$ cat src/rtl/packbits_scanline_decoder_defines.svh
// ----------------------------------------------------------------------------
// PackBits scan-line decoder: assertion macros
// Shared concurrent-assertion shorthands, clocked on clock, disabled in reset.
// ----------------------------------------------------------------------------
`ifndef PACKBITS_SCANLINE_DECODER_DEFINES_SVH
`define PACKBITS_SCANLINE_DECODER_DEFINES_SVH

// Same-cycle implication
`define PSD_ASSERT_IMPLIES(lbl, ante, cons, msg) \
   lbl: assert property (@(posedge clock) disable iff (reset) (ante) |-> (cons)) \
      else $error(msg);

// Next-cycle implication
`define PSD_ASSERT_NEXT(lbl, ante, cons, msg) \
   lbl: assert property (@(posedge clock) disable iff (reset) (ante) |=> (cons)) \
      else $error(msg);

`endif

$ cat src/rtl/psd_pkg.sv
// ----------------------------------------------------------------------------
// PackBits scan-line decoder package
// Types, constants and register indexes shared by the decoder modules.
// ----------------------------------------------------------------------------
`timescale 1ns / 1ps

package psd_pkg;

   // Row sizes above this use a two-byte row count header
   localparam logic [13:0] HEADER_SPLIT = 14'd250;
   localparam logic [14:0] POS_MAX      = 15'h7FFF;
   localparam logic [13:0] IDX_MAX      = 14'h3FFF;
   localparam logic [15:0] ROWS_MAX     = 16'hFFFF;
   localparam logic [8:0]  REPEAT_BASE  = 9'd257;

   // Command queue between parser and run stage
   localparam int QUEUE_DEPTH = 4;
   localparam int QUEUE_AW    = $clog2(QUEUE_DEPTH);

   // Configuration port
   localparam int CSR_INDEX_W = 2;
   localparam int CSR_DATA_W  = 16;
   localparam logic [CSR_INDEX_W-1:0] CSR_ROW_SIZE  = 2'd0;
   localparam logic [CSR_INDEX_W-1:0] CSR_WIDE      = 2'd1;
   localparam logic [CSR_INDEX_W-1:0] CSR_ROW_TOTAL = 2'd2;

   typedef enum logic [2:0] {
      PH_HDR_A,
      PH_HDR_B,
      PH_FLAG,
      PH_REP_HI,
      PH_REP_LO,
      PH_LIT_HI,
      PH_LIT_LO
   } phase_type;

   typedef struct packed {
      logic [13:0] row_size_bytes;
      logic        wide_elements;
      logic [15:0] row_total;
   } cfg_type;

   // One run as classified by the parser
   typedef struct packed {
      logic [15:0] value;
      logic [7:0]  length;
      logic        row_end;
      logic        picture_end;
   } cmd_type;

endpackage

$ cat src/rtl/psd_interfaces.sv
// ----------------------------------------------------------------------------
// PackBits scan-line decoder channel interfaces
// Byte input, run output and register write channels, valid/ready handshake.
// ----------------------------------------------------------------------------
`timescale 1ns / 1ps

interface psd_byte_if;
   logic       valid;
   logic       ready;
   logic [7:0] in_byte;

   modport source (output valid, output in_byte, input ready);
   modport sink   (input valid, input in_byte, output ready);
endinterface

interface psd_run_if;
   logic        valid;
   logic        ready;
   logic [15:0] elem_value;
   logic [7:0]  run_length;
   logic [13:0] start_index;
   logic        row_end;
   logic        picture_end;
   logic        overflow;

   modport source (output valid, output elem_value, output run_length,
                   output start_index, output row_end, output picture_end,
                   output overflow, input ready);
   modport sink   (input valid, input elem_value, input run_length,
                   input start_index, input row_end, input picture_end,
                   input overflow, output ready);
endinterface

interface psd_csr_if;
   logic                           valid;
   logic                           ready;
   logic [psd_pkg::CSR_INDEX_W-1:0] index;
   logic [psd_pkg::CSR_DATA_W-1:0]  data;

   modport source (output valid, output index, output data, input ready);
   modport sink   (input valid, input index, input data, output ready);
endinterface

$ cat src/rtl/packbits_scanline_decoder.sv
// One compressed byte is taken per clock cycle while the command queue is not
// full, and at most one run descriptor leaves per cycle; the parser updates
// its row, flag and run counts as each byte is taken. A finished run passes
// through the command queue into the output register. A four-entry command
// queue sits between parser and output register, so req_port.ready only drops
// once four runs are waiting behind a stalled output. Registers take effect
// at once and should be written only while the decoder is idle.
// ----------------------------------------------------------------------------
// PackBits scan-line decoder
// Row-by-row PackBits decoder emitting run descriptors with row position.
// ----------------------------------------------------------------------------
`timescale 1ns / 1ps
`include "packbits_scanline_decoder_defines.svh"

module packbits_scanline_decoder (
   input  logic       clock,
   input  logic       reset,
   psd_byte_if.sink   req_port,
   psd_run_if.source  rsp_port,
   psd_csr_if.sink    csr_port
);
   import psd_pkg::*;

   cfg_type cfg_ff, cfg_in;
   logic    push, queue_full, pop, head_valid;
   cmd_type push_cmd, head_cmd;

   // Configuration registers
   assign csr_port.ready = 1'b1;

   always_comb begin
      cfg_in = cfg_ff;
      if (csr_port.valid) begin
         case (csr_port.index)
            CSR_ROW_SIZE:  cfg_in.row_size_bytes = csr_port.data[13:0];
            CSR_WIDE:      cfg_in.wide_elements  = csr_port.data[0];
            CSR_ROW_TOTAL: cfg_in.row_total      = csr_port.data;
            default: ;
         endcase
      end
   end

   always_ff @(posedge clock) begin
      if (reset) cfg_ff <= '0;
      else cfg_ff <= cfg_in;
   end

   psd_front u_front (
      .clock      (clock),
      .reset      (reset),
      .cfg        (cfg_ff),
      .byte_valid (req_port.valid),
      .byte_data  (req_port.in_byte),
      .byte_ready (req_port.ready),
      .queue_full (queue_full),
      .push       (push),
      .push_cmd   (push_cmd)
   );

   psd_queue u_queue (
      .clock      (clock),
      .reset      (reset),
      .push       (push),
      .push_cmd   (push_cmd),
      .full       (queue_full),
      .pop        (pop),
      .head_valid (head_valid),
      .head_cmd   (head_cmd)
   );

   psd_back u_back (
      .clock      (clock),
      .reset      (reset),
      .cfg        (cfg_ff),
      .head_valid (head_valid),
      .head_cmd   (head_cmd),
      .pop        (pop),
      .rsp        (rsp_port)
   );

   // Checks
   `PSD_ASSERT_IMPLIES(a_empty_row_marker, rsp_port.valid && rsp_port.run_length == 8'd0, rsp_port.row_end && rsp_port.start_index == 14'd0 && !rsp_port.overflow, "empty-row marker malformed")
   `PSD_ASSERT_IMPLIES(a_picture_closes_row, rsp_port.valid && rsp_port.picture_end, rsp_port.row_end, "picture end without row end")
   `PSD_ASSERT_IMPLIES(a_run_length_range, rsp_port.valid, rsp_port.run_length <= 8'd129, "run length out of range")
   `PSD_ASSERT_NEXT(a_push_lands, push && !queue_full, head_valid, "queued command lost")

endmodule

$ cat src/rtl/psd_front.sv
// ----------------------------------------------------------------------------
// PackBits scan-line decoder: stream parser
// Consumes one compressed byte per cycle while the queue is not full, tracks
// headers, flags and counts; pushes one run command per element, repeat run or empty row.
// ----------------------------------------------------------------------------
`timescale 1ns / 1ps

module psd_front (
   input  logic             clock,
   input  logic             reset,
   input  psd_pkg::cfg_type cfg,
   input  logic             byte_valid,
   input  logic [7:0]       byte_data,
   output logic             byte_ready,
   input  logic             queue_full,
   output logic             push,
   output psd_pkg::cmd_type push_cmd
);
   import psd_pkg::*;

   phase_type   phase_ff, phase_in;
   logic [15:0] bytes_left_ff, bytes_left_in;
   logic [7:0]  literal_left_ff, literal_left_in;
   logic [7:0]  pending_ff, pending_in;
   logic [7:0]  high_ff, high_in;
   logic [15:0] rows_done_ff, rows_done_in;

   logic        take;
   logic        picture_done;
   logic        big_header;
   logic [15:0] left_used;
   logic [7:0]  literal_next;
   logic [15:0] rows_next;
   logic [15:0] wide_count;
   logic [15:0] elem_val;

   assign byte_ready   = !queue_full;
   assign take         = byte_valid && !queue_full;
   assign picture_done = rows_done_ff >= cfg.row_total;
   assign big_header   = cfg.row_size_bytes > HEADER_SPLIT;
   assign left_used    = (bytes_left_ff != 16'd0) ? bytes_left_ff - 16'd1 : bytes_left_ff;
   assign literal_next = (literal_left_ff != 8'd0) ? literal_left_ff - 8'd1 : literal_left_ff;
   assign rows_next    = (rows_done_ff != ROWS_MAX) ? rows_done_ff + 16'd1 : rows_done_ff;
   assign wide_count   = {high_ff, byte_data};
   assign elem_val     = cfg.wide_elements ? wide_count : {8'd0, byte_data};

   // Next phase
   always_comb begin
      phase_in = phase_ff;
      if (take) begin
         case (phase_ff)
            PH_HDR_A: begin
               if (!picture_done) begin
                  if (big_header) phase_in = PH_HDR_B;
                  else if (byte_data == 8'd0) phase_in = PH_HDR_A;
                  else phase_in = PH_FLAG;
               end
            end
            PH_HDR_B: phase_in = (wide_count == 16'd0) ? PH_HDR_A : PH_FLAG;
            PH_FLAG: begin
               if (byte_data[7]) phase_in = cfg.wide_elements ? PH_REP_HI : PH_REP_LO;
               else phase_in = cfg.wide_elements ? PH_LIT_HI : PH_LIT_LO;
            end
            PH_REP_HI: phase_in = PH_REP_LO;
            PH_REP_LO: phase_in = (left_used == 16'd0) ? PH_HDR_A : PH_FLAG;
            PH_LIT_HI: phase_in = PH_LIT_LO;
            PH_LIT_LO: begin
               if (literal_next != 8'd0) phase_in = cfg.wide_elements ? PH_LIT_HI : PH_LIT_LO;
               else if (left_used == 16'd0) phase_in = PH_HDR_A;
               else phase_in = PH_FLAG;
            end
            default: phase_in = PH_HDR_A;
         endcase
      end
   end

   // Counters, held bytes and commands
   always_comb begin
      bytes_left_in        = bytes_left_ff;
      literal_left_in      = literal_left_ff;
      pending_in           = pending_ff;
      high_in              = high_ff;
      rows_done_in         = rows_done_ff;
      push                 = 1'b0;
      push_cmd.value       = elem_val;
      push_cmd.length      = 8'd1;
      push_cmd.row_end     = 1'b0;
      push_cmd.picture_end = rows_next >= cfg.row_total;
      if (take) begin
         case (phase_ff)
            PH_HDR_A: begin
               if (!picture_done) begin
                  if (big_header) begin
                     high_in = byte_data;
                  end else begin
                     bytes_left_in = {8'd0, byte_data};
                     // empty row: marker run, row closes at once
                     if (byte_data == 8'd0) begin
                        push             = 1'b1;
                        push_cmd.value   = 16'd0;
                        push_cmd.length  = 8'd0;
                        push_cmd.row_end = 1'b1;
                        rows_done_in     = rows_next;
                        literal_left_in  = 8'd0;
                        pending_in       = 8'd0;
                     end
                  end
               end
            end
            PH_HDR_B: begin
               bytes_left_in = wide_count;
               if (wide_count == 16'd0) begin
                  push             = 1'b1;
                  push_cmd.value   = 16'd0;
                  push_cmd.length  = 8'd0;
                  push_cmd.row_end = 1'b1;
                  rows_done_in     = rows_next;
                  literal_left_in  = 8'd0;
                  pending_in       = 8'd0;
               end
            end
            PH_FLAG: begin
               bytes_left_in = left_used;
               if (byte_data[7]) pending_in = 8'(REPEAT_BASE - {1'b0, byte_data});
               else literal_left_in = byte_data + 8'd1;
            end
            PH_REP_HI, PH_LIT_HI: begin
               bytes_left_in = left_used;
               high_in       = byte_data;
            end
            PH_REP_LO: begin
               bytes_left_in    = left_used;
               push             = 1'b1;
               push_cmd.length  = pending_ff;
               push_cmd.row_end = left_used == 16'd0;
               if (left_used == 16'd0) begin
                  rows_done_in    = rows_next;
                  literal_left_in = 8'd0;
                  pending_in      = 8'd0;
               end
            end
            PH_LIT_LO: begin
               bytes_left_in   = left_used;
               literal_left_in = literal_next;
               push            = 1'b1;
               // row end on the last literal element of the row
               if (literal_next == 8'd0 && left_used == 16'd0) begin
                  push_cmd.row_end = 1'b1;
                  rows_done_in     = rows_next;
                  pending_in       = 8'd0;
               end
            end
            default: ;
         endcase
      end
   end

   always_ff @(posedge clock) begin
      if (reset) begin
         phase_ff        <= PH_HDR_A;
         bytes_left_ff   <= 16'd0;
         literal_left_ff <= 8'd0;
         pending_ff      <= 8'd0;
         high_ff         <= 8'd0;
         rows_done_ff    <= 16'd0;
      end else begin
         phase_ff        <= phase_in;
         bytes_left_ff   <= bytes_left_in;
         literal_left_ff <= literal_left_in;
         pending_ff      <= pending_in;
         high_ff         <= high_in;
         rows_done_ff    <= rows_done_in;
      end
   end

endmodule

$ cat src/rtl/psd_queue.sv
// ----------------------------------------------------------------------------
// PackBits scan-line decoder: command queue
// Small register FIFO that lets the parser and the run stage stall apart.
// ----------------------------------------------------------------------------
`timescale 1ns / 1ps

module psd_queue (
   input  logic             clock,
   input  logic             reset,
   input  logic             push,
   input  psd_pkg::cmd_type push_cmd,
   output logic             full,
   input  logic             pop,
   output logic             head_valid,
   output psd_pkg::cmd_type head_cmd
);
   import psd_pkg::*;

   cmd_type             entry_ff [QUEUE_DEPTH];
   logic [QUEUE_AW-1:0] wr_ptr_ff, wr_ptr_in;
   logic [QUEUE_AW-1:0] rd_ptr_ff, rd_ptr_in;
   logic [QUEUE_AW:0]   count_ff, count_in;
   logic                do_push, do_pop;

   assign full       = count_ff == (QUEUE_AW+1)'(QUEUE_DEPTH);
   assign head_valid = count_ff != '0;
   assign head_cmd   = entry_ff[rd_ptr_ff];
   assign do_push    = push && !full;
   assign do_pop     = pop && head_valid;

   // Pointer and fill bookkeeping
   always_comb begin
      wr_ptr_in = do_push ? wr_ptr_ff + 1'b1 : wr_ptr_ff;
      rd_ptr_in = do_pop ? rd_ptr_ff + 1'b1 : rd_ptr_ff;
      count_in  = count_ff;
      if (do_push && !do_pop) count_in = count_ff + 1'b1;
      else if (!do_push && do_pop) count_in = count_ff - 1'b1;
   end

   always_ff @(posedge clock) begin
      if (reset) begin
         wr_ptr_ff <= '0;
         rd_ptr_ff <= '0;
         count_ff  <= '0;
      end else begin
         wr_ptr_ff <= wr_ptr_in;
         rd_ptr_ff <= rd_ptr_in;
         count_ff  <= count_in;
      end
   end

   always_ff @(posedge clock) begin
      if (do_push) entry_ff[wr_ptr_ff] <= push_cmd;
   end

endmodule

$ cat src/rtl/psd_back.sv
// ----------------------------------------------------------------------------
// PackBits scan-line decoder: run stage
// Places each run in the row, flags overflow and holds the output register.
// ----------------------------------------------------------------------------
`timescale 1ns / 1ps

module psd_back (
   input  logic             clock,
   input  logic             reset,
   input  psd_pkg::cfg_type cfg,
   input  logic             head_valid,
   input  psd_pkg::cmd_type head_cmd,
   output logic             pop,
   psd_run_if.source        rsp
);
   import psd_pkg::*;

   logic [14:0] pos_ff, pos_in;
   logic        valid_ff, valid_in;
   logic [15:0] value_ff;
   logic [7:0]  length_ff;
   logic [13:0] start_ff;
   logic        row_end_ff, pic_end_ff, overflow_ff;

   logic [13:0] capacity;
   logic [15:0] run_end;
   logic [13:0] start_sat;

   assign capacity  = cfg.wide_elements ? {1'b0, cfg.row_size_bytes[13:1]} : cfg.row_size_bytes;
   assign run_end   = {1'b0, pos_ff} + {8'd0, head_cmd.length};
   assign start_sat = (pos_ff > {1'b0, IDX_MAX}) ? IDX_MAX : pos_ff[13:0];
   assign pop       = head_valid && (!valid_ff || rsp.ready);

   // Position in row, cleared when the row closes
   always_comb begin
      pos_in   = pos_ff;
      valid_in = valid_ff && !rsp.ready;
      if (pop) begin
         valid_in = 1'b1;
         if (head_cmd.row_end) pos_in = 15'd0;
         else if (run_end > {1'b0, POS_MAX}) pos_in = POS_MAX;
         else pos_in = run_end[14:0];
      end
   end

   always_ff @(posedge clock) begin
      if (reset) begin
         pos_ff   <= 15'd0;
         valid_ff <= 1'b0;
      end else begin
         pos_ff   <= pos_in;
         valid_ff <= valid_in;
      end
   end

   // Output payload
   always_ff @(posedge clock) begin
      if (pop) begin
         value_ff    <= head_cmd.value;
         length_ff   <= head_cmd.length;
         start_ff    <= start_sat;
         row_end_ff  <= head_cmd.row_end;
         pic_end_ff  <= head_cmd.row_end && head_cmd.picture_end;
         overflow_ff <= run_end > {2'd0, capacity};
      end
   end

   assign rsp.valid       = valid_ff;
   assign rsp.elem_value  = value_ff;
   assign rsp.run_length  = length_ff;
   assign rsp.start_index = start_ff;
   assign rsp.row_end     = row_end_ff;
   assign rsp.picture_end = pic_end_ff;
   assign rsp.overflow    = overflow_ff;

endmodule
$ cat src/flat_wrapper.sv
// flat-port wrapper written by rule: the top's interface ports become plain ports
module packbits_scanline_decoder_flat import psd_pkg::*;
  (clock, reset, req_port_valid, req_port_in_byte, req_port_ready, rsp_port_valid, rsp_port_elem_value, rsp_port_run_length, rsp_port_start_index, rsp_port_row_end, rsp_port_picture_end, rsp_port_overflow, rsp_port_ready, csr_port_valid, csr_port_index, csr_port_data, csr_port_ready);
  psd_byte_if req_port_i ();
  psd_run_if rsp_port_i ();
  psd_csr_if csr_port_i ();
  input  logic clock;
  input  logic reset;
  input wire logic [$bits(req_port_i.valid)-1:0] req_port_valid;
  input wire logic [$bits(req_port_i.in_byte)-1:0] req_port_in_byte;
  output wire logic [$bits(req_port_i.ready)-1:0] req_port_ready;
  output wire logic [$bits(rsp_port_i.valid)-1:0] rsp_port_valid;
  output wire logic [$bits(rsp_port_i.elem_value)-1:0] rsp_port_elem_value;
  output wire logic [$bits(rsp_port_i.run_length)-1:0] rsp_port_run_length;
  output wire logic [$bits(rsp_port_i.start_index)-1:0] rsp_port_start_index;
  output wire logic [$bits(rsp_port_i.row_end)-1:0] rsp_port_row_end;
  output wire logic [$bits(rsp_port_i.picture_end)-1:0] rsp_port_picture_end;
  output wire logic [$bits(rsp_port_i.overflow)-1:0] rsp_port_overflow;
  input wire logic [$bits(rsp_port_i.ready)-1:0] rsp_port_ready;
  input wire logic [$bits(csr_port_i.valid)-1:0] csr_port_valid;
  input wire logic [$bits(csr_port_i.index)-1:0] csr_port_index;
  input wire logic [$bits(csr_port_i.data)-1:0] csr_port_data;
  output wire logic [$bits(csr_port_i.ready)-1:0] csr_port_ready;
  assign req_port_i.valid = req_port_valid;
  assign req_port_i.in_byte = req_port_in_byte;
  assign req_port_ready = req_port_i.ready;
  assign rsp_port_valid = rsp_port_i.valid;
  assign rsp_port_elem_value = rsp_port_i.elem_value;
  assign rsp_port_run_length = rsp_port_i.run_length;
  assign rsp_port_start_index = rsp_port_i.start_index;
  assign rsp_port_row_end = rsp_port_i.row_end;
  assign rsp_port_picture_end = rsp_port_i.picture_end;
  assign rsp_port_overflow = rsp_port_i.overflow;
  assign rsp_port_i.ready = rsp_port_ready;
  assign csr_port_i.valid = csr_port_valid;
  assign csr_port_i.index = csr_port_index;
  assign csr_port_i.data = csr_port_data;
  assign csr_port_ready = csr_port_i.ready;
  packbits_scanline_decoder u_core (.clock(clock), .reset(reset), .req_port(req_port_i), .rsp_port(rsp_port_i), .csr_port(csr_port_i));
endmodule
$ cat config.mk
export PLATFORM = sky130hd
export DESIGN_NAME = packbits_scanline_decoder_flat
export DESIGN_NICKNAME = d
export VERILOG_FILES = /design/src/rtl/psd_pkg.sv /design/src/rtl/psd_interfaces.sv /design/src/rtl/packbits_scanline_decoder.sv /design/src/rtl/psd_front.sv /design/src/rtl/psd_queue.sv /design/src/rtl/psd_back.sv /design/src/flat_wrapper.sv
export VERILOG_INCLUDE_DIRS = /design/src /design/src/rtl
export SDC_FILE = /design/constraint.sdc
export NUM_CORES = 1
export LEC_CHECK = 0
export BUFFER_PORTS_ARGS = -buffer_cell sky130_fd_sc_hd__buf_4
export CAP_MARGIN = 20
export CORE_ASPECT_RATIO = 1.25
export CORE_MARGIN = 2
export CORE_UTILIZATION = 55
export CTS_BUF_LIST = sky130_fd_sc_hd__clkbuf_8
export CTS_CLUSTER_SIZE = 30
export DETAILED_ROUTE_END_ITERATION = 16
export PLACE_DENSITY = 0.73
export SLEW_MARGIN = 20
export SYNTH_ARGS = -nofsm -noshare
export SYNTH_HDL_FRONTEND = slang
export SYNTH_HIERARCHICAL = 1
export SYNTH_SLANG_ARGS = --single-unit
$ cat constraint.sdc
create_clock -name clock -period 5.57 [get_ports clock]
set_clock_uncertainty 0.2 [all_clocks]
set_input_delay 0.557 -clock clock [delete_from_list [all_inputs] [get_ports clock]]
set_output_delay 0.557 -clock clock [all_outputs]
set_load 0.02 [all_outputs]
After elaboration in Yosys (flattened, before gate mapping)

Memories as Yosys holds them, arrays and structs flattened. A register that Yosys moved wholly into a read port is not among the register bits.
Index checks and enable logic that the tools add are counted.

Register bits after elaboration: 154
RAM bits: 104
Input bits: 31
Output and inout port bits: 44
Logic and storage cells: 160
Memories: 1

Add/subtract/negate cells: 10
Order comparisons: 6
Eq/ne operators: 19
Mux-type cells: 62
Reductions and logical operators: 42

Memories:

| name                    | words | width | rd ports | clocked after Yosys merged registers in | write ports | RTL line        | RTL |
|---|---|---|---|---|---|---|---|
| u_core.u_queue.entry_ff | 4     | 26    | 1        | 1                                       | 1           | psd_queue.sv:19 | `cmd_type entry_ff [QUEUE_DEPTH];` |

Operators with widths:

| cell                  | number |
|---|---|
| $mux 16               | 11 |
| $mux 25               | 5 |
| $mux 8                | 11 |
| $pmux 8 s5            | 2 |
| $pmux 16 s4           | 1 |
| $pmux 16 s3           | 1 |
| $ge 16x16->1          | 2 |
| $logic_not 16->1      | 2 |
| $pmux 16 s2           | 1 |
| $mux 15               | 2 |
| $pmux 8 s3            | 1 |
| $pmux 3 s7            | 1 |
| $mux 3                | 6 |
| $ne 2x2->1 const B    | 9 |
| $add 15x8->16         | 1 |
| $add 16x1->16 const B | 1 |
| $gt 16x14->1          | 1 |
| $gt 16x15->1 const B  | 1 |
| $logic_not 8->1       | 2 |
| $ne 16x16->1 const B  | 1 |
| $pmux 8 s2            | 1 |
| $reduce_and 8->1      | 2 |
| $reduce_bool 16->1    | 1 |
| $reduce_bool 8->1     | 2 |
| other kinds (33)      | 71 |

Longest topological paths before layout

Gate-level depths: netlist of run 1.

Depth in word-level cells: 11
Mapped depth: 18
Depth with buffers taken out: 18

Hierarchy

Netlist of run 1, hierarchy kept.

By module, submodules not included:

| module                    | instances | cells each | area an instance (um^2) | seq. area each (um^2) |
|---|---|---|---|---|
| psd_front                 | 1         | 701        | 5205.0                  | 1181.1 |
| psd_queue                 | 1         | 184        | 4246.6                  | 3303.2 |
| psd_back                  | 1         | 264        | 3070.4                  | 1551.5 |
| packbits_scanline_decoder | 1         | 125        | 1327.5                  | 620.6 |

Worst setup path before layout of run 1

Ideal clock, no wire load.

Path kind: register to register
Start point: reg (tool-made name)
End point: reg u_core.u_back.overflow_ff, in the netlist u_core/u_back/rsp.overflow, data pin
Setup time: 0.265 ns
Arrival: 3.567 ns
Data required time: 5.105 ns
Path slack: 1.538 ns
Stages on the path, launching flop included: 17
Period minus slack after synthesis: 4.032 ns
Cell sequence: dfxtp_1 -> buf_6 -> buf_12 -> mux4_2 -> ha_1 -> clkbuf_8 -> nand3_2 -> or3_1 -> nand2_2 -> nand2_1 -> xnor2_1 -> ha_1 -> nand4_1 -> or2_2 -> o32a_1 -> o31ai_1 -> nand3_1

RTL lines:

| element              | RTL line       | RTL |
|---|---|---|
| to (signal assigned) | psd_back.sv:64 | `overflow_ff <= run_end > {2'd0, capacity};` |
| to (decl)            | psd_back.sv:23 | `logic row_end_ff, pic_end_ff, overflow_ff;` |

==> metrics, run 1 <==
Synth top area share=31.4%; Post-DP HPWL=21200 um; Final Slew Violations=0; CTS tree=yes; status=completed; vias in the first global route=around 9700; grt ovf=0; critical path endpoint category=register; number of diodes=0; area of the multi-input gates=0.00659 sq mm; Worst-path clk slew=roughly 0.06 ns; CP peak stage delay=between 0.6 and 0.7 ns; crit-path cells=buf_4, mux4_2, ha_1, a211oi_1, or3_1, nand2_2, nand2_1, xnor2_1, ha_1, nand4_1, or2_2, o32a_1, o31ai_1, nand3_1; TNS Setup=0 ns; Tightest Pin Transition=a little under 1 ns; initial antenna violation count=0; Slew HR=a little over a third; cell area after synthesis=0.0138 sq mm; Final Hold Viols=0; Remaining DRCs=0; RSZ-0062 raised after global routing=false; kind of critical path=reg2reg; via count=9904; VDD IR max=between 0.2 and 0.25 mV; leakage power=between 5 and 6 nW; top-level I/O count=75; Storage cell area=roughly 0.0067 sq mm; H-tree Lvls=2; Worst Setup Start Kind=register; Die X=146 um; type of the worst min-delay path=in2reg; Fmax achieved=217 MHz; Setup WS pre-CTS=0.945 ns; Worst Path Arrival=4.69 ns; Synth warnings=6; FF+latch count, synth=260; die area=approximately 0.026 sq mm; Syn Nets=1374; CTS Buffer Depth=3; async set-reset flop share out of synthesis=0%; WP buf/inv=1; final instance area=0.0154 sq mm; top-count cell post-synth=edfxtp_1; Worst Path Required=5.65 ns; Crit Path Max Fanout=15; Final nets=1426; CP max stage cell=dfxtp_2; DR WL/cell=around 18 um; first-pass GRT wire length=~50000 um; share of layout cells above drive strength 1=16.4%; prevailing post-synth register cell=edfxtp_1; row count=64; FILL cells=slightly above 2000; Tot GR Track Use=23.2%; CTS root buffer=clkbuf_8; top post-synthesis cells by area=edfxtp_1 31%, dfxtp_1 17%, ha_1 6.1%; largest net degree at the start of global routing=87; Post-CTS Resized=0; IO Port Bufs=73; Starting Density=56.3%; post-route clock period utilization=82.7%; commonest cells in the netlist=145 x edfxtp_1, 115 x dfxtp_1, 89 x nor2_1; dpl cell area=roughly 0.015 sq mm; GPL Wtd Cong=0.941; setup ws final=0.963 ns; drt first pass iters=6; core box area=0.0246 sq mm; post-synthesis sequential area ratio=48.1%; MaxCap Viol Count=0; Yosys cell types=98; Post-synth EDFFs=145; DP Cell Count=1612; Starting DRT DRC Count=518; Avg Inst Size Synth=10.9 sq um; Tmin final=4.61 ns; Final ANT Viol Nets=0; routed vias/inst=approximately 6; pwr/cell area=between 300 and 400 mW/mm^2; Clock Latency Late Sink=0.55 ns; final setup fails=0; die height=181 um; Yosys top cell by area=edfxtp_1; CTS Sinks=260; post-synthesis cell count=1274; area growth from synthesis to layout=11.0%; setup bufs post-CTS=0; Finished Layout Cells=approximately 1700; Post-CTS Hold Buffers=0; CP top delay family=simple AND/OR/NAND/NOR gates; CTS Buf Count=42; Crit path top cell by count=ha_1; final wirelength=30600 um; overall power=0.00474 W
tightest hold or removal path, stage by stage:
cell and delay (ns):
buf_4 0.11, nand2b_1 0.05, mux2i_1 0.06
power by group:
part	switching (W)	internal, W
sequential	0.0000796	0.00209
combinational	0.000559	0.000342
clock	0.000768	0.000902
total	0.00141	0.00334
stage by stage:
| stage | hold slack [ns] | util (%) |
|---|---|---|
| floorplan | 0.230 | - |
| CTS | 0.0503 | 62.5 |
| global route | 0.0618 | 62.5 |
| global placement | 0.259 | 59.0 |
| detailed placement | 0.260 | 59.0 |
| finish | 0.0807 | 62.5 |
metal layers:
layer	GRT usage (%)	routed length [um]	up-vias
li1	-	-	4816
met5	0	0	-
met3	3.34	1270	64
met2	39.4	15100	274
met4	9.57	1020	0
met1	29.9	13200	4750
placed cells by master (no fill, tap or decap), types with 25 or more instances in the layout:
cell        n
edfxtp_1  145
dfxtp_1   114
nor2_1     89
buf_4      87
a21oi_1    70
nand2_1    68
ha_1       67
nand2b_1   66
inv_1      64
mux2i_1    63
clkbuf_8   45
nand3_1    34
o21ai_0    32
and2_1     26
mux4_2     26
xor2_1     25
final timing paths:
check / from / endpoint / slack (ns) / cells after the start
max: register / u_core/u_back/rsp.overflow / 0.96 / 14
min reg2reg: u_core/u_back/pos_ff[5] / u_core/u_back/pos_ff[5] / 0.27 / 2
max reg2reg: register / u_core/u_back/rsp.overflow / 0.96 / 14
min: csr_port_data[15] / u_core/cfg_ff[15] / 0.08 / 3
registers in the layout, indices dropped and copies added, names as in the netlist, named ones only:
signal	flops
u_core/u_front/pending_ff	8
u_core/u_front/bytes_left_ff	16
u_core/u_back/rsp.picture_end	1
u_core/u_queue/entry_ff	104
u_core/u_back/rsp.overflow	1
u_core/u_front/high_ff	8
u_core/u_front/phase_ff	3
u_core/u_front/literal_left_ff	8
u_core/u_back/pos_ff	15
u_core/u_front/rows_done_ff	16
u_core/u_back/rsp.valid	1
u_core/u_back/rsp.start_index	14
u_core/cfg_ff	31
u_core/u_queue/wr_ptr_ff	2
u_core/u_back/rsp.run_length	8
u_core/u_queue/rd_ptr_ff	2
u_core/u_back/rsp.elem_value	16
u_core/u_back/rsp.row_end	1
u_core/u_queue/count_ff	3
kinds of logic after synthesis:
logic type / Yosys count / share of synthesized area, %
compound gates: 249 / 12.4
xor+xnor: 44 / 2.78
fa+ha+maj: 69 / 6.34
buf+inv: 130 / 4.41
flops: 260 / 48.1
mux: 95 / 9.27
other cells: 1 / 0.0271
simple gates: 426 / 16.7
final cells by class:
type / instances / share of cell area [%]
timing repair buffer: 87 / 4.25
sequential: 260 / 43.3
inverter: 51 / 1.25
multi-input combinational: 884 / 42.9
tap: 330 / 2.69
clock inverter: 33 / 1.58
clock buffer: 45 / 4.03
Note: power is estimated with default switching activity, not from simulation.
==> inputs of run 2 (changes only) <==
- ABC_AREA: not set -> 1
- clock period: 5.57 -> 4.82 ns (I/O delays scaled with it)
==> metrics, run 2 <==
status=completed (unchanged); Slew HR=24.3% (was 35.2%); post-synthesis cell count=1754 (was 1274); MaxCap Viol Count=0 (unchanged); Final Hold Viols=0 (unchanged); crit-path cells=buf_4, o21ai_0, o22ai_1, ha_1, inv_1, fa_1, inv_1, nand3_1, nand3_1, nand2_1, nand2_1, xor2_1, inv_1, ha_1, nand2_1, nor3_1, nand3_1, nand2_1, nand2_1 (was buf_4, mux4_2, ha_1, a211oi_1, or3_1, nand2_2, nand2_1, xnor2_1, ha_1, nand4_1, or2_2, o32a_1, o31ai_1, nand3_1); initial antenna violation count=0 (unchanged); final setup fails=0 (unchanged); top-level I/O count=75 (unchanged); cell area after synthesis=0.0141 sq mm (was 0.0138 sq mm); Post-CTS Resized=0 (unchanged); reg2reg path depth=19 (was 14); Remaining DRCs=0 (unchanged); Die X=147 um (was 146 um); die height=183 um (was 181 um); dpl cell area=0.0148 sq mm (was 0.0145 sq mm); post-synthesis sequential area ratio=47.2% (was 48.1%); pwr/cell area=393 mW/mm^2 (was 309 mW/mm^2); post-synthesis simple-gate area fraction=24.9% (was 16.7%); overall power=0.00627 W (was 0.00474 W); H-tree Lvls=2 (unchanged); GPL Wtd Cong=0.905 (was 0.941); vias in the first global route=11100 (was 9706); Synth top area share=30.9% (was 31.4%); Final ANT Viol Nets=0 (unchanged); CTS tree=yes (unchanged); CTS Buf Count=41 (was 42); Worst Path Arrival=4.01 ns (was 4.69 ns); Yosys top cell by area=edfxtp_1 (unchanged); biggest regs=u_core/u_queue/entry_ff: 104 flops, u_core/cfg_ff: 31 flops (unchanged); WP buf/inv=4 (was 1); most frequent cells in the layout=374 x nand2_1, 250 x nor2_1, 225 x inv_1, 145 x edfxtp_1, 115 x dfxtp_1 (was 145 x edfxtp_1, 114 x dfxtp_1, 89 x nor2_1, 87 x buf_4, 70 x a21oi_1); Post-synth EDFFs=145 (unchanged); prevailing post-synth register cell=edfxtp_1 (unchanged); first-pass GRT wire length=52500 um (was 50200 um); Post-Synth XOR/XNOR Area=1.37% (was 2.78%); Tmin final=3.89 ns (was 4.61 ns); Crit path top cell by count=nand2_1 (was ha_1); Worst-path clk slew=0.06 ns (about the same); Post-DP HPWL=21800 um (was 21200 um); Avg Inst Size Synth=8.04 sq um (was 10.9 sq um); leakage power=7.01 nW (was 5.92 nW); IO Port Bufs=73 (unchanged); RR Endpoint=u_core/u_back/rsp.overflow (unchanged); multiplexer share of the synthesized area=0.719% (was 9.27%); Tightest Pin Transition=1.13 ns (was 0.971 ns); row count=65 (was 64); core box area=0.0252 sq mm (was 0.0246 sq mm); CTS Buffer Depth=3 (unchanged); share of layout cells above drive strength 1=11.7% (was 16.4%); FF+latch count, synth=260 (unchanged); commonest cells in the netlist=374 x nand2_1, 254 x nor2_1, 216 x inv_1 (was 145 x edfxtp_1, 115 x dfxtp_1, 89 x nor2_1); Crit Path Max Fanout=52 (was 15); kind of critical path=reg2reg (unchanged); most common cell after layout, fill and taps aside=nand2_1 (was edfxtp_1); Starting Density=55.9% (was 56.3%); type of the worst min-delay path=in2reg (unchanged); Worst Path Required=4.94 ns (was 5.65 ns); final instance area=0.0160 sq mm (was 0.0154 sq mm); CP endpoint=u_core/u_back/rsp.overflow (unchanged); async set-reset flop share out of synthesis=0% (unchanged); R2R Setup Slk=0.93 ns (was 0.96 ns); critical path endpoint category=register (unchanged); drt first pass iters=6 (unchanged); area growth from synthesis to layout=13.2% (was 11.0%); Tot GR Track Use=23.7% (was 23.2%); routed vias/inst=5.31 (was 5.86); CTS root buffer=clkbuf_8 (unchanged); Worst Setup Start Kind=register (unchanged); Post-Synth Adder-Cell Area=6.23% (was 6.34%); critical path depth in cells=19 (was 14); top-count cell post-synth=nand2_1 (was edfxtp_1); Final Slew Violations=0 (unchanged); via count=11700 (was 9904); number of diodes=0 (unchanged); Yosys cell types=51 (was 98); Top reg by flops=u_core/u_queue/entry_ff (unchanged); Synth Area in Compound Gates=10.9% (was 12.4%); Clock Latency Late Sink=0.58 ns (was 0.55 ns); CP top delay family=adder cells (was simple AND/OR/NAND/NOR gates); VDD IR max=0.216 mV (was 0.204 mV); DR WL/cell=14.3 um (was 18.1 um); grt ovf=0 (unchanged); CTS Sinks=260 (unchanged); die area=0.0269 sq mm (was 0.0265 sq mm); Starting DRT DRC Count=654 (was 518); largest net degree at the start of global routing=53 (was 87); post-route clock period utilization=80.6% (was 82.7%); max reg flops=104 (unchanged); CP max stage cell=buf_4 (was dfxtp_2); top post-synthesis cells by area=edfxtp_1 31%, dfxtp_1 16%, nand2_1 10% (was edfxtp_1 31%, dfxtp_1 17%, ha_1 6.1%); Final nets=1940 (was 1426); CP peak stage delay=0.46 ns (was 0.67 ns); TNS Setup=0 ns (unchanged); largest family of logic cells by synthesized area=simple AND/OR/NAND/NOR gates (unchanged); Synth warnings=6 (unchanged); Syn Nets=1854 (was 1374); Fmax achieved=257 MHz (was 217 MHz); final hold slack=0.0346 ns (was 0.0807 ns); RSZ-0062 raised after global routing=false (unchanged); final wirelength=31500 um (was 30600 um)
run 2: cell types whose count changed after synthesis, moves of 26 or more:
cell | before | now
nand2b_1 | 66 | 0
nand3_1 | 34 | 95
o22ai_1 | 7 | 34
nand2_1 | 68 | 374
mux4_2 | 26 | 0
mux2i_1 | 63 | 9
clkbuf_1 | 53 | 20
nor2_1 | 89 | 254
o21ai_0 | 32 | 95
inv_1 | 51 | 216
run 2: kinds of logic (layout without fill, tap and decap cells):
family                     Yosys count  in the layout
and+or+nand+nor                    821            821
other                                1              1
DFF                                260            260
xor gates and xnor gates            22             22
AOI/OAI and AO/OA                  281            281
muxes                               10             10
adders and majority gates           69             69
buffers and inverters              290            409
run 2: area by class of cell:
class | instances | area (sq um)
timing repair buffer | 105 | 838
inverter | 228 | 858
clock buffer | 45 | 619
sequential | 260 | 6660
clock inverter | 31 | 343
multi-input combinational | 1204 | 6230
fill | 2183 | 9240
tap | 335 | 419
run 2: layer usage:
| metal | vias to the layer above | part of all wire (%) | track usage [%] |
|---|---|---|---|
| met5 | - | 0 | 0 |
| met4 | 0 | 3.5 | 10.1 |
| met3 | 94 | 4.9 | 3.61 |
| met2 | 313 | 48 | 40.7 |
| met1 | 5381 | 43 | 30.0 |
| li1 | 5946 | - | - |
run 2: worst min-delay path by stage:
stage / slack, ns / to / from / depth (start not counted)
3_3_place_gp: 0.26 / u_core/u_front/pending_ff[7] / u_core/u_front/pending_ff[7] / 2
5_1_grt: 0.01 / u_core/u_queue/entry_ff[3][12] / req_port_in_byte[2] / 1
4_1_cts: 0.001 / u_core/u_queue/entry_ff[3][12] / req_port_in_byte[2] / 1
3_5_place_dp: 0.27 / u_core/u_front/pending_ff[7] / u_core/u_front/pending_ff[7] / 2
2_1_floorplan: 0.25 / u_core/u_front/pending_ff[0] / u_core/u_front/pending_ff[0] / 2
6_report: 0.03 / u_core/u_queue/entry_ff[3][16] / req_port_in_byte[6] / 1
run 2: power by group:
| part | switching [W] | internal (W) | total [W] |
|---|---|---|---|
| clock | 0.000894 | 0.00126 | 0.00215 |
| combinational | 0.00104 | 0.000504 | 0.00154 |
| sequential | 0.0000890 | 0.00249 | 0.00258 |
run 2: through the flow:
stage	std cells	setup WS [ns]	util [%]
6_report	2208	0.933	63.3
5_1_grt	2208	0.456	63.3
4_1_cts	2208	0.910	63.3
3_5_place_dp	2112	0.905	58.7
3_3_place_gp	2112	1.03	58.7
2_1_floorplan	1754	1.42	-
run 2: what timing repair did:
action / CTS / global route
hold buffers: 20 / 0
buffers inserted: 0 / 0
setup endpoints to repair: 0 / 0
endpoints found under the hold margin: 29 / 0
